**src/hdl/rse_pkg.sv**
```systemverilog
// ----------------------------------------------------------------------------
// rse_pkg: shared types, constants and exponent tables
// Fixed-point widths and the three Q1.16 exponent tables used by the
// row softmax engine.
// ----------------------------------------------------------------------------
package rse_pkg;

    // defaults for the top level parameters
    localparam int ROW_MAX_DEF     = 64;
    localparam int SCORE_WIDTH_DEF = 16;
    localparam int PROB_WIDTH_DEF  = 16;

    // row length register
    localparam int             LEN_W     = 7;
    localparam logic [LEN_W-1:0] LEN_RESET = 7'd64;

    // exponent datapath, Q1.16 where 65536 is 1.0
    localparam int EXP_W      = 17;
    localparam int PROD_W     = 2 * EXP_W;
    localparam int SUM_W      = 23;
    localparam int EXP_CUTOFF = 4096;
    localparam logic [PROD_W-1:0] ROUND_Q16 = 34'd32768;
    localparam logic [SUM_W-1:0]  EXP_ONE   = 23'd65536;

    // reciprocal 2^40 / sum, one quotient bit per step
    localparam int             DIV_W    = 6;
    localparam logic [DIV_W-1:0] DIV_LAST = 6'd40;
    localparam int             RECIP_W  = 25;
    localparam int             NORM_W   = EXP_W + RECIP_W;
    localparam int             NORM_SHIFT = 40;

    typedef enum logic [1:0] {
        ST_LOAD,
        ST_EXP,
        ST_DIV,
        ST_EMIT
    } t_state;

    // round(65536 * exp(-k))
    function automatic logic [EXP_W-1:0] exp_int(input logic [3:0] k);
        logic [EXP_W-1:0] v;
        case (k)
            4'd0:    v = 17'd65536;
            4'd1:    v = 17'd24109;
            4'd2:    v = 17'd8869;
            4'd3:    v = 17'd3263;
            4'd4:    v = 17'd1200;
            4'd5:    v = 17'd442;
            4'd6:    v = 17'd162;
            4'd7:    v = 17'd60;
            4'd8:    v = 17'd22;
            4'd9:    v = 17'd8;
            4'd10:   v = 17'd3;
            4'd11:   v = 17'd1;
            default: v = 17'd0;
        endcase
        return v;
    endfunction

    // round(65536 * exp(-i/16))
    function automatic logic [EXP_W-1:0] exp_mid(input logic [3:0] i);
        logic [EXP_W-1:0] v;
        case (i)
            4'd0:    v = 17'd65536;
            4'd1:    v = 17'd61565;
            4'd2:    v = 17'd57835;
            4'd3:    v = 17'd54331;
            4'd4:    v = 17'd51039;
            4'd5:    v = 17'd47947;
            4'd6:    v = 17'd45042;
            4'd7:    v = 17'd42313;
            4'd8:    v = 17'd39750;
            4'd9:    v = 17'd37341;
            4'd10:   v = 17'd35079;
            4'd11:   v = 17'd32954;
            4'd12:   v = 17'd30957;
            4'd13:   v = 17'd29081;
            4'd14:   v = 17'd27319;
            default: v = 17'd25664;
        endcase
        return v;
    endfunction

    // round(65536 * exp(-j/256))
    function automatic logic [EXP_W-1:0] exp_low(input logic [3:0] j);
        logic [EXP_W-1:0] v;
        case (j)
            4'd0:    v = 17'd65536;
            4'd1:    v = 17'd65280;
            4'd2:    v = 17'd65026;
            4'd3:    v = 17'd64772;
            4'd4:    v = 17'd64520;
            4'd5:    v = 17'd64268;
            4'd6:    v = 17'd64018;
            4'd7:    v = 17'd63768;
            4'd8:    v = 17'd63520;
            4'd9:    v = 17'd63272;
            4'd10:   v = 17'd63025;
            4'd11:   v = 17'd62780;
            4'd12:   v = 17'd62535;
            4'd13:   v = 17'd62291;
            4'd14:   v = 17'd62048;
            default: v = 17'd61806;
        endcase
        return v;
    endfunction

endpackage

```
**src/hdl/row_softmax_engine.sv**
```systemverilog
// ----------------------------------------------------------------------------
// row_softmax_engine: max-subtracted softmax over rows of Q8.8 scores
// Stores a row, forms exp(score - max) per element, sums them and emits
// each element scaled by the reciprocal of the sum as unsigned Q0.PROB_WIDTH.
// ----------------------------------------------------------------------------
// Usage
//   Input channel (i_valid / o_stall) carries one signed Q8.8 score per
//   transfer. After row_length scores (register written by i_cfg_wr_en,
//   0 acts as 1, values above ROW_MAX act as ROW_MAX) the row is closed.
//   Output channel (o_valid / i_stall) then delivers one probability per
//   element in arrival order, o_row_end set on the last one.
//   A row of n scores runs in three passes over the row memories: the
//   load pass, the exponent pass and the emit pass, with a bit-serial
//   reciprocal divider between the last two. o_stall is high from the
//   last score of a row until the emit pass has drained into the output
//   register; the next row loads while that last result still waits.
//   A stall on the output freezes the emit pipeline in place.
//   Reset (synchronous, active low) empties the row, clears the running
//   maximum and sum, drops o_valid and sets row_length to 64.
// ----------------------------------------------------------------------------
module row_softmax_engine #(
    parameter int ROW_MAX     = rse_pkg::ROW_MAX_DEF,
    parameter int SCORE_WIDTH = rse_pkg::SCORE_WIDTH_DEF,
    parameter int PROB_WIDTH  = rse_pkg::PROB_WIDTH_DEF
) (
    input  logic                          i_clk,
    input  logic                          i_rst_n,
    input  logic                          i_cfg_wr_en,
    input  logic [rse_pkg::LEN_W-1:0]     i_cfg_wr_data,
    input  logic                          i_valid,
    output logic                          o_stall,
    input  logic signed [SCORE_WIDTH-1:0] i_score,
    output logic                          o_valid,
    input  logic                          i_stall,
    output logic [PROB_WIDTH-1:0]         o_prob,
    output logic                          o_row_end
);

    localparam int AW = $clog2(ROW_MAX);
    localparam int CW = $clog2(ROW_MAX + 1);
    localparam int DW = SCORE_WIDTH + 1;
    localparam int EW = rse_pkg::EXP_W;
    localparam int NW = rse_pkg::NORM_W;

    // ------------------------------------------------------------------
    // registers
    // ------------------------------------------------------------------
    rse_pkg::t_state r_state, n_state;

    logic [rse_pkg::LEN_W-1:0]       r_len;
    logic [CW-1:0]                   r_fill;
    logic [CW-1:0]                   r_idx;
    logic signed [SCORE_WIDTH-1:0]   r_max;
    logic [rse_pkg::SUM_W-1:0]       r_sum;

    logic [SCORE_WIDTH-1:0]          row_mem [ROW_MAX];
    logic [EW-1:0]                   exp_mem [ROW_MAX];

    // exponent pass pipeline
    logic                            r_v0, r_v1, r_v2;
    logic [AW-1:0]                   r_a0, r_a1, r_a2;
    logic signed [SCORE_WIDTH-1:0]   r_rd_score;
    logic [rse_pkg::PROD_W-1:0]      r_fprod, r_eprod;
    logic [3:0]                      r_k1;
    logic                            r_cut1, r_cut2;

    // divider
    logic [rse_pkg::DIV_W-1:0]       r_div_cnt;
    logic [rse_pkg::SUM_W-1:0]       r_rem;
    logic [rse_pkg::RECIP_W-1:0]     r_recip;

    // emit pipeline
    logic                            r_ev0, r_ev1;
    logic                            r_last0, r_last1;
    logic [EW-1:0]                   r_rd_exp;
    logic [NW-1:0]                   r_nprod;
    logic                            r_out_valid;
    logic [PROB_WIDTH-1:0]           r_prob;
    logic                            r_row_end;

    // ------------------------------------------------------------------
    // control
    // ------------------------------------------------------------------
    logic [CW-1:0] len_eff;
    logic          in_accept, row_done;
    logic          exp_issue, exp_done, div_done;
    logic          pipe_en, emit_issue, emit_done;

    always_comb begin
        if (r_len == '0) begin
            len_eff = CW'(1);
        end else if (r_len > rse_pkg::LEN_W'(ROW_MAX)) begin
            len_eff = CW'(ROW_MAX);
        end else begin
            len_eff = CW'(r_len);
        end
    end

    // output block of the sequencer
    always_comb begin
        o_stall    = (r_state != rse_pkg::ST_LOAD);
        in_accept  = i_valid && (r_state == rse_pkg::ST_LOAD);
        row_done   = in_accept && ((r_fill + CW'(1)) >= len_eff);
        exp_issue  = (r_state == rse_pkg::ST_EXP) && (r_idx < r_fill);
        exp_done   = (r_state == rse_pkg::ST_EXP) && (r_idx == r_fill)
                     && !r_v0 && !r_v1 && !r_v2;
        div_done   = (r_state == rse_pkg::ST_DIV) && (r_div_cnt == '0);
        pipe_en    = !(r_out_valid && i_stall);
        emit_issue = (r_state == rse_pkg::ST_EMIT) && (r_idx < r_fill) && pipe_en;
        emit_done  = (r_state == rse_pkg::ST_EMIT) && (r_idx == r_fill)
                     && !r_ev0 && !r_ev1;
    end

    // next state block of the sequencer
    always_comb begin
        n_state = r_state;
        case (r_state)
            rse_pkg::ST_LOAD: begin
                if (row_done) n_state = rse_pkg::ST_EXP;
            end
            rse_pkg::ST_EXP: begin
                if (exp_done) n_state = rse_pkg::ST_DIV;
            end
            rse_pkg::ST_DIV: begin
                if (div_done) n_state = rse_pkg::ST_EMIT;
            end
            rse_pkg::ST_EMIT: begin
                if (emit_done) n_state = rse_pkg::ST_LOAD;
            end
            default: n_state = rse_pkg::ST_LOAD;
        endcase
    end

    always_ff @(posedge i_clk) begin
        if (!i_rst_n) begin
            r_state <= rse_pkg::ST_LOAD;
            r_len   <= rse_pkg::LEN_RESET;
            r_fill  <= '0;
            r_idx   <= '0;
            r_max   <= {1'b1, {(SCORE_WIDTH-1){1'b0}}};
        end else begin
            r_state <= n_state;
            if (i_cfg_wr_en) begin
                r_len <= i_cfg_wr_data;
            end
            if (in_accept) begin
                r_fill <= r_fill + CW'(1);
                if (i_score > r_max) r_max <= i_score;
            end
            if (row_done || div_done) begin
                r_idx <= '0;
            end else if (exp_issue || emit_issue) begin
                r_idx <= r_idx + CW'(1);
            end
            if (emit_done) begin
                r_fill <= '0;
                r_max  <= {1'b1, {(SCORE_WIDTH-1){1'b0}}};
            end
        end
    end

    // ------------------------------------------------------------------
    // row memory: written while loading, read in the exponent pass
    // ------------------------------------------------------------------
    always_ff @(posedge i_clk) begin
        if (in_accept) row_mem[r_fill[AW-1:0]] <= i_score;
        if (exp_issue) r_rd_score <= row_mem[r_idx[AW-1:0]];
    end

    // ------------------------------------------------------------------
    // exponent pass: read, mid*low, int*f, write back and accumulate
    // ------------------------------------------------------------------
    logic [DW-1:0]           diff;
    logic [63:0]             diff_x;
    logic                    cut0;
    logic [EW-1:0]           f_val;
    logic [EW-1:0]           e_val;

    always_comb begin
        // max minus score never goes negative
        diff   = {r_max[SCORE_WIDTH-1], r_max} - {r_rd_score[SCORE_WIDTH-1], r_rd_score};
        diff_x = 64'(diff);
        cut0   = diff_x >= 64'(rse_pkg::EXP_CUTOFF);
        f_val  = EW'((r_fprod + rse_pkg::ROUND_Q16) >> 16);
        e_val  = r_cut2 ? '0 : EW'((r_eprod + rse_pkg::ROUND_Q16) >> 16);
    end

    always_ff @(posedge i_clk) begin
        if (!i_rst_n) begin
            r_v0 <= 1'b0;
            r_v1 <= 1'b0;
            r_v2 <= 1'b0;
        end else begin
            r_v0 <= exp_issue;
            r_v1 <= r_v0;
            r_v2 <= r_v1;
        end
    end

    always_ff @(posedge i_clk) begin
        r_a0    <= r_idx[AW-1:0];
        r_a1    <= r_a0;
        r_a2    <= r_a1;
        r_k1    <= diff_x[11:8];
        r_cut1  <= cut0;
        r_cut2  <= r_cut1;
        r_fprod <= rse_pkg::PROD_W'(rse_pkg::exp_mid(diff_x[7:4]))
                   * rse_pkg::PROD_W'(rse_pkg::exp_low(diff_x[3:0]));
        r_eprod <= rse_pkg::PROD_W'(rse_pkg::exp_int(r_k1)) * rse_pkg::PROD_W'(f_val);
    end

    // exponent memory: written in the exponent pass, read while emitting
    always_ff @(posedge i_clk) begin
        if (r_v2) exp_mem[r_a2] <= e_val;
        if (emit_issue) r_rd_exp <= exp_mem[r_idx[AW-1:0]];
    end

    always_ff @(posedge i_clk) begin
        if (!i_rst_n) begin
            r_sum <= '0;
        end else if (emit_done) begin
            r_sum <= '0;
        end else if (r_v2) begin
            r_sum <= r_sum + rse_pkg::SUM_W'(e_val);
        end
    end

    // ------------------------------------------------------------------
    // reciprocal: restoring division of 2^40 by the sum, msb first
    // ------------------------------------------------------------------
    logic [rse_pkg::SUM_W-1:0] divisor;
    logic [rse_pkg::SUM_W:0]   rem_shift;
    logic                      q_bit;

    always_comb begin
        divisor   = (r_sum == '0) ? rse_pkg::SUM_W'(1) : r_sum;
        rem_shift = {r_rem, (r_div_cnt == rse_pkg::DIV_LAST)};
        q_bit     = rem_shift >= {1'b0, divisor};
    end

    always_ff @(posedge i_clk) begin
        if (exp_done) begin
            r_div_cnt <= rse_pkg::DIV_LAST;
            r_rem     <= '0;
            r_recip   <= '0;
        end else if (r_state == rse_pkg::ST_DIV) begin
            r_div_cnt <= r_div_cnt - rse_pkg::DIV_W'(1);
            r_rem     <= q_bit ? rse_pkg::SUM_W'(rem_shift - {1'b0, divisor})
                               : rse_pkg::SUM_W'(rem_shift);
            r_recip   <= {r_recip[rse_pkg::RECIP_W-2:0], q_bit};
        end
    end

    // ------------------------------------------------------------------
    // emit pass: read, scale by reciprocal, round, saturate
    // ------------------------------------------------------------------
    logic [NW:0] norm_rnd;
    logic [NW:0] norm_sh;
    logic [PROB_WIDTH-1:0] prob_sat;

    always_comb begin
        norm_rnd = {1'b0, r_nprod}
                   + ((NW + 1)'(1) << (rse_pkg::NORM_SHIFT - 1 - PROB_WIDTH));
        norm_sh  = norm_rnd >> (rse_pkg::NORM_SHIFT - PROB_WIDTH);
        prob_sat = (|norm_sh[NW:PROB_WIDTH]) ? '1 : norm_sh[PROB_WIDTH-1:0];
    end

    always_ff @(posedge i_clk) begin
        if (!i_rst_n) begin
            r_ev0       <= 1'b0;
            r_ev1       <= 1'b0;
            r_out_valid <= 1'b0;
        end else if (pipe_en) begin
            r_ev0       <= emit_issue;
            r_ev1       <= r_ev0;
            r_out_valid <= r_ev1;
        end
    end

    always_ff @(posedge i_clk) begin
        if (pipe_en) begin
            r_last0   <= (r_idx + CW'(1)) == r_fill;
            r_last1   <= r_last0;
            r_nprod   <= NW'(r_rd_exp) * NW'(r_recip);
            r_prob    <= prob_sat;
            r_row_end <= r_last1;
        end
    end

    assign o_valid   = r_out_valid;
    assign o_prob    = r_prob;
    assign o_row_end = r_row_end;

    // ------------------------------------------------------------------
    // assertions
    // ------------------------------------------------------------------
    a_row_close_stalls: assert property (@(posedge i_clk) disable iff (!i_rst_n)
        row_done |=> o_stall)
        else $error("input not stalled after the last score of a row");

    a_sum_floor: assert property (@(posedge i_clk) disable iff (!i_rst_n)
        (r_state == rse_pkg::ST_DIV) |-> (r_sum >= rse_pkg::EXP_ONE))
        else $error("exponent sum below one at the divider");

    a_row_end_gap: assert property (@(posedge i_clk) disable iff (!i_rst_n)
        (o_valid && !i_stall && o_row_end) |=> !o_valid)
        else $error("result follows the last result of a row too early");

    a_emit_holds_row: assert property (@(posedge i_clk) disable iff (!i_rst_n)
        (r_state == rse_pkg::ST_EMIT) |-> (r_fill != '0))
        else $error("emit pass with an empty row");

endmodule

```
**config.mk**
```make
export PLATFORM = sky130hd
export DESIGN_NAME = row_softmax_engine
export DESIGN_NICKNAME = d
export VERILOG_FILES = /design/src/hdl/rse_pkg.sv /design/src/hdl/row_softmax_engine.sv
export SDC_FILE = /design/constraint.sdc
export NUM_CORES = 2
export LEC_CHECK = 0
export BUFFER_PORTS_ARGS = -buffer_cell sky130_fd_sc_hd__clkbuf_2
export CELL_PAD_IN_SITES_DETAIL_PLACEMENT = 1
export CELL_PAD_IN_SITES_GLOBAL_PLACEMENT = 1
export CORE_ASPECT_RATIO = 2
export CORE_UTILIZATION = 38
export DETAILED_ROUTE_END_ITERATION = 12
export GPL_ROUTABILITY_DRIVEN = 0
export PLACE_DENSITY_LB_ADDON = 0.1
export SLEW_MARGIN = 20
export SYNTH_ARGS = -nofsm -noshare
export SYNTH_HDL_FRONTEND = slang
export SYNTH_SLANG_ARGS = --single-unit
```
**constraint.sdc**
```tcl
create_clock -name i_clk -period 11.5 [get_ports i_clk]
set_input_delay 0.575 -clock i_clk [delete_from_list [all_inputs] [get_ports i_clk]]
set_output_delay 0.575 -clock i_clk [all_outputs]
set_load 0.01 [all_outputs]
```
# Word-level counts from Yosys, hierarchy flattened
# Memory sizes are Yosys's and may differ from the RTL's. A register that Yosys moved wholly into a read port is not among the register bits.
# Cells that the tools add are included.
dict set report word_totals {
  memories 5
  regBits 269
  mem_bits_ro 768
  mem_bits_rw 2112
}
dict set report op_classes {
  mux 14
  n_bitwise 1
  multipliers 3
  add_sub_neg 9
  n_eq_ne 10
  magnitude_cmp 6
  n_reduce_logical 32
}
# memory depth word_bits read_ports rd_clocked_by_memory_dff wr line_no
set mem_list {}
lappend mem_list {exp_mem 64 17 1 1 1 row_softmax_engine.sv:57} ;# logic [EW-1:0] exp_mem [ROW_MAX];
lappend mem_list {row_mem 64 16 1 1 1 row_softmax_engine.sv:56} ;# logic [SCORE_WIDTH-1:0] row_mem [ROW_MAX];
lappend mem_list {{(name not given)} 16 17 1 0 0 rse_pkg.sv:63} ;# case (i)
lappend mem_list {{(name not given)} 16 16 1 0 0 rse_pkg.sv:87} ;# case (j)
lappend mem_list {{(name not given)} 16 15 1 1 0 rse_pkg.sv:42} ;# case (k)
# op n
set op_table {}
lappend op_table {{adder 33 x 16 -> 33 bit, second input constant} 2}
lappend op_table {{multiplier 17 x 17 -> 33 bit} 2}
lappend op_table {{two-way mux 23 bit} 2}
lappend op_table {{adder 42 x 24 -> 43 bit, second input constant} 1}
lappend op_table {{multiplier 17 x 25 -> 42 bit} 1}
lappend op_table {{>= comparator 24 x 23 -> 1 bit} 1}
lappend op_table {{adder 23 x 17 -> 23 bit} 1}
lappend op_table {{zero test 23 bit} 1}
lappend op_table {{subtractor 23 bit} 1}
lappend op_table {{>= comparator 17 x 13 -> 1 bit, second input constant} 1}
lappend op_table {{two-way mux 17 bit} 1}
lappend op_table {{subtractor 16 x 16 -> 17 bit} 1}
lappend op_table {{greater-than comparator 16 bit} 1}
lappend op_table {{adder 7 x 1 -> 7 bit, second input constant} 2}
lappend op_table {{equality test 7 bit} 2}
lappend op_table {{logical AND 1 bit} 14}
lappend op_table {{two-way mux 7 bit} 2}
lappend op_table {{two-way mux 2 bit} 4}
lappend op_table {{!= test 2 bit, second input constant} 4}
lappend op_table {{case mux 2 bit (4 select lines)} 1}
lappend op_table {{>= comparator 7 bit} 1}
lappend op_table {{greater-than comparator 7 bit, second input constant} 1}
lappend op_table {{zero test 7 bit} 1}
lappend op_table {{< comparator 7 bit} 1}
lappend op_table {{15 further kinds} 26}

# Longest topological paths before layout
dict set report depth {
  depth_word 7
  ltp_mapped 37
  ltp_nobuf 36
}

# Worst setup path before layout
# Ideal clock, no wire load.
dict set report synth_timing {
  path_type {reg2reg}
  from {register r_max[0]}
  to {register r_fprod[32] (netlist bit)}
  path_stages_with_launch 34
  arrival_ns 7.927
  setup_ns 0.120
  slack_ns 3.452
  synth_period_minus_slack_ns 8.048
  cell_sequence {dfxtp_1 -> inv_1 -> ha_1 -> fa_1 -> nor2b_1 -> o21ai_1 -> nand2_1 -> nor2_1 -> nor2_1 -> inv_1 -> ha_1 -> mux4_2 -> buf_2 -> nor2_1 -> inv_1 -> fa_1 -> inv_1 -> fa_1 -> fa_1 -> fa_1 -> fa_1 -> inv_1 -> fa_1 -> inv_1 -> ha_1 -> a21o_1 -> a21oi_1 -> o21ai_0 -> a21oi_1 -> a41oi_1 -> a211o_1 -> a21o_1 -> a21oi_1 -> xnor2_1}
}
dict set report synth_between {
  elab_chain_len 3
  elab_cells_between_ends 4
}
# element line_no
set synth_rtl {}
lappend synth_rtl {{start, declared} row_softmax_engine.sv:53} ;# logic signed [SCORE_WIDTH-1:0] r_max;
lappend synth_rtl {{start signal, assigned} row_softmax_engine.sv:140} ;# r_max <= {1'b1, {(SCORE_WIDTH-1){1'b0}}};
lappend synth_rtl {{start signal, assigned} row_softmax_engine.sv:148} ;# if (i_score > r_max) r_max <= i_score;
lappend synth_rtl {{start signal, assigned} row_softmax_engine.sv:157} ;# r_max <= {1'b1, {(SCORE_WIDTH-1){1'b0}}};
lappend synth_rtl {{subtractor 16 x 16 -> 17 bit *} row_softmax_engine.sv:181} ;# diff = {r_max[SCORE_WIDTH-1], r_max} - {r_rd_score[SCORE_WIDTH-1], r_rd_score};
lappend synth_rtl {{memory (16 x 17 bit) or memory (16 x 16 bit) (tied branches)} n/a}
lappend synth_rtl {{multiplier 17 x 17 -> 33 bit *} row_softmax_engine.sv:208} ;# * rse_pkg::PROD_W'(rse_pkg::exp_low(diff_x[3:0]));
lappend synth_rtl {{end signal, assigned} row_softmax_engine.sv:207} ;# r_fprod <= rse_pkg::PROD_W'(rse_pkg::exp_mid(diff_x[7:4]))
lappend synth_rtl {{end, declared} row_softmax_engine.sv:63} ;# logic [rse_pkg::PROD_W-1:0] r_fprod, r_eprod;
# Every way passes the cells marked *; elsewhere a longest branch is shown, timed or not.
# A chain may end at the register's enable or synchronous reset.

# Worst setup path in the final report
dict set report layout_timing {
  from {register r_rd_score[1] (read register of row_mem)}
  to {register r_fprod[29] (netlist bit)}
}
dict set report layout_between {
  elab_chain_len 3
  elab_cells_between_ends 4
}
# element line_no
set layout_rtl {}
lappend layout_rtl {{start, declared} row_softmax_engine.sv:62} ;# logic signed [SCORE_WIDTH-1:0] r_rd_score;
lappend layout_rtl {{subtractor 16 x 16 -> 17 bit *} row_softmax_engine.sv:181}
lappend layout_rtl {{memory (16 x 17 bit) or memory (16 x 16 bit) (tied branches)} n/a}
lappend layout_rtl {{multiplier 17 x 17 -> 33 bit *} row_softmax_engine.sv:208}
# Marks and branches as above.

==> results.ini <==
[run_status]
status = finished clean

[clock_tree]
cts_root_buffer = clkbuf_16
clk_pin_slew_ps = 70
cts_tree = built
post_cts_resized = 0
cts_sinks = 2375
cts_made_buffers = 222
h-tree-depth = 4
clk_latency_ps = 930
clk_path_buf_depth = 4

[critical_path]
slowest_delay_ps = 930
cp_max_fo = 16
cp.arrival_ps = 10350
startpoint_type = flip-flop
r2r_start = r_rd_score[1]
crit_path_frequent_cell = inv_1
cpMaxStageDelayCell = mux4_1
critical_path_required_ps = 12230
startpoint = r_rd_score[1]
critical_path_class = flip-flop to flip-flop
endpoint_kind = flip-flop

[synth]
synth.area.mux_share_pct = 13.09
synth_ff_type = edfxtp_1
syn_area_sq_um = 123700
synth_area_leaders = edfxtp_1, mux4_2, fa_1, ha_1, dfxtp_1
yosys.area.top_type = edfxtp_1
synth_top_family_by_area = adder cells
synth_compound_area_share_pct = 2.136
synthXorXnorAreaFrac_pct = 1.293
async_reset_ff_share_pct = 0
ys_seq_elements = 2375
ys_types = 93
synth_top_area_share_pct = 53.00
synth_warnings = 0
synth_edf_count = 2183
synth_nets = 9248
synth_adder_area_share_pct = 16.71
synth-simple-area-share_pct = 6.407
seq_area_frac_synth_pct = 56.11
synthCells = 8010
syn_area_per_cell_sq_um = 15.44

[floorplanning]
die_w_um = 405.4
io_pins = 47
core_sq_um = 323300
start_util_pct = 38.25
die_area_sq_um = 327900
die_h_um = 808.8
row_count = 295

[drt]
met1_length_um = 121600
drc = 0
drt_wl_total_um = 364800
via_count = 67130
wl_met2_um = 217900
post_drt_wl_per_cell_um = 28.70
viasPerCell = 5.282
top_layer_used = met4
met3_length_um = 8778
drt_iter0_drc = 3642
antenna_left = 0
dr.pass1.iters = 5

[timing]
finalHoldViolCount = 0
final.setup.worst_slack_ps = 1882
final-setup-viol-count = 0
skew_ps = 104.4
fmax_mhz = 104.0
worst_pin_slew_ps = 1178
fin_crit_ps = 9618
maxSlewHeadroom_pct = 21.39
fin_setup_tns_ps = 0
slew_violations = 0
whs_ps = 80.00
fin_crit_sh_pct = 83.64
rsz0062_at_grt = false

[placement]
port_buffers = 46
place_ws_ps = 1812
dpl.hpwl_um = 253700
postPlaceCellArea_sq_um = 130300

[global_route]
grt_pass1_wl_um = 529100
antenna_found_initial = 16
track_usage_pct = 22.49
grt_pass1_vias = 76300
overflow = 0
grt_max_degree = 120

[finish]
syn_to_final_growth_pct = 11.33
drive_above_1_share_pct = 17.64
final_cell_area_sq_um = 137700
fin_nets = 9398

[min_path]
holdCritStartpoint = i_stall
hp-class = primary input to flip-flop

[job]
max_cap_violations = 0

cells in the mapped netlist (9+ instances only):
cell type / instances
edfxtp_1: 2183
inv_1: 994
fa_1: 736
nand2_1: 714
mux4_2: 682
ha_1: 474
nor2_1: 372
clkbuf_1: 276
and2_1: 216
dfxtp_1: 192
xnor2_1: 110
nor2b_1: 106
a21oi_1: 103
o21ai_0: 103
nand3_1: 93
buf_2: 66
mux2i_1: 62
xor2_1: 62
nand2b_1: 45
a21o_1: 33
nor3_1: 32
and3_1: 30
nand4_1: 27
a31oi_1: 25
buf_1: 20
o21a_1: 19
or3_1: 19
mux2_2: 16
a211oi_1: 13
o211ai_1: 13
a311oi_1: 11
nor4_1: 11
o21bai_1: 10
o31ai_1: 9
path summary, 6_finish.rpt:
path	slack [ps]	to	cells past startpoint
setup / recovery	1880	r_fprod[29]	32
hold / removal	80	r_ev1	3
setup reg to reg	1880	r_fprod[29]	32
hold reg to reg	330	r_a2[4]	0
stage by stage:
step,std cells,util (%)
2_1_floorplan,8010,-
3_3_place_gp,12240,40.31
3_5_place_dp,12240,40.31
4_1_cts,12640,42.53
5_1_grt,12710,42.58
6_report,12710,42.58
logic make-up (layout without fill, tap and decap cells):
group           after synthesis  count (layout)
compound gates              406             406
xor+xnor                    177             177
fa+ha+maj                  1210            1210
buf+inv                    1369            1694
flops                      2375            2375
mux                         761             761
other cells                   0              70
simple gates               1712            1712
area by class of cell:
type | count | area (sq um)
Sequential cell | 2375 | 69420
Fill cell | 32080 | 185600
Tap cell | 4306 | 5388
Multi-Input combinational cell | 4266 | 49620
Timing Repair Buffer | 297 | 2230
Clock buffer | 273 | 5822
Inverter | 998 | 3747
Clock inverter | 126 | 1286
Antenna cell | 70 | 175.2
placed cells by master (no fill, tap or decap), types with 45 or more instances in the layout:
master / n
inv_1: 993
diode_2: 70
buf_4: 237
nand2_1: 713
nand2b_1: 45
and2_1: 214
ha_1: 473
nor2_1: 284
edfxtp_1: 2183
clkbuf_2: 46
nor2_4: 50
o21ai_0: 103
mux2i_1: 62
a21oi_1: 102
nand3_1: 93
xnor2_1: 108
mux4_2: 682
clkbuf_16: 223
dfxtp_1: 185
fa_1: 736
xor2_1: 58
nor2b_1: 105
routing by layer:
metal	GRT usage (%)	vias up
met4	9.339	0
met3	1.816	531
met5	0	-
met1	22.32	36570
li1	-	28980
met2	46.26	1061
state kept, by name (all words and copies together), names as in the netlist, 16 cells and up, named ones only:
register / count
r_recip: 25
o_prob: 16
row_mem: 1024
r_fprod: 18
r_rd_exp: 17
r_rd_score: 16
r_rem: 23
r_eprod: 18
r_nprod: 19
exp_mem: 1088
r_sum: 23
r_max: 16
worst max-delay path: cells and delay by family (launching register included):
family	cells	cell delay, ps
compound gates	7	1990
xor+xnor	2	910
fa+ha+maj	8	3070
buf+inv	6	360
flops	1	420
mux	1	930
simple gates	8	1770
timing repair:
action | in CTS | in global routing
endpoints found under the hold margin | 6 | 0
buffers inserted | 0 | 0
hold buffers | 6 | 0
Power is left out: the tool's default activity adds up to more than one toggle a clock period on the data nets, which glitch-free logic cannot reach.
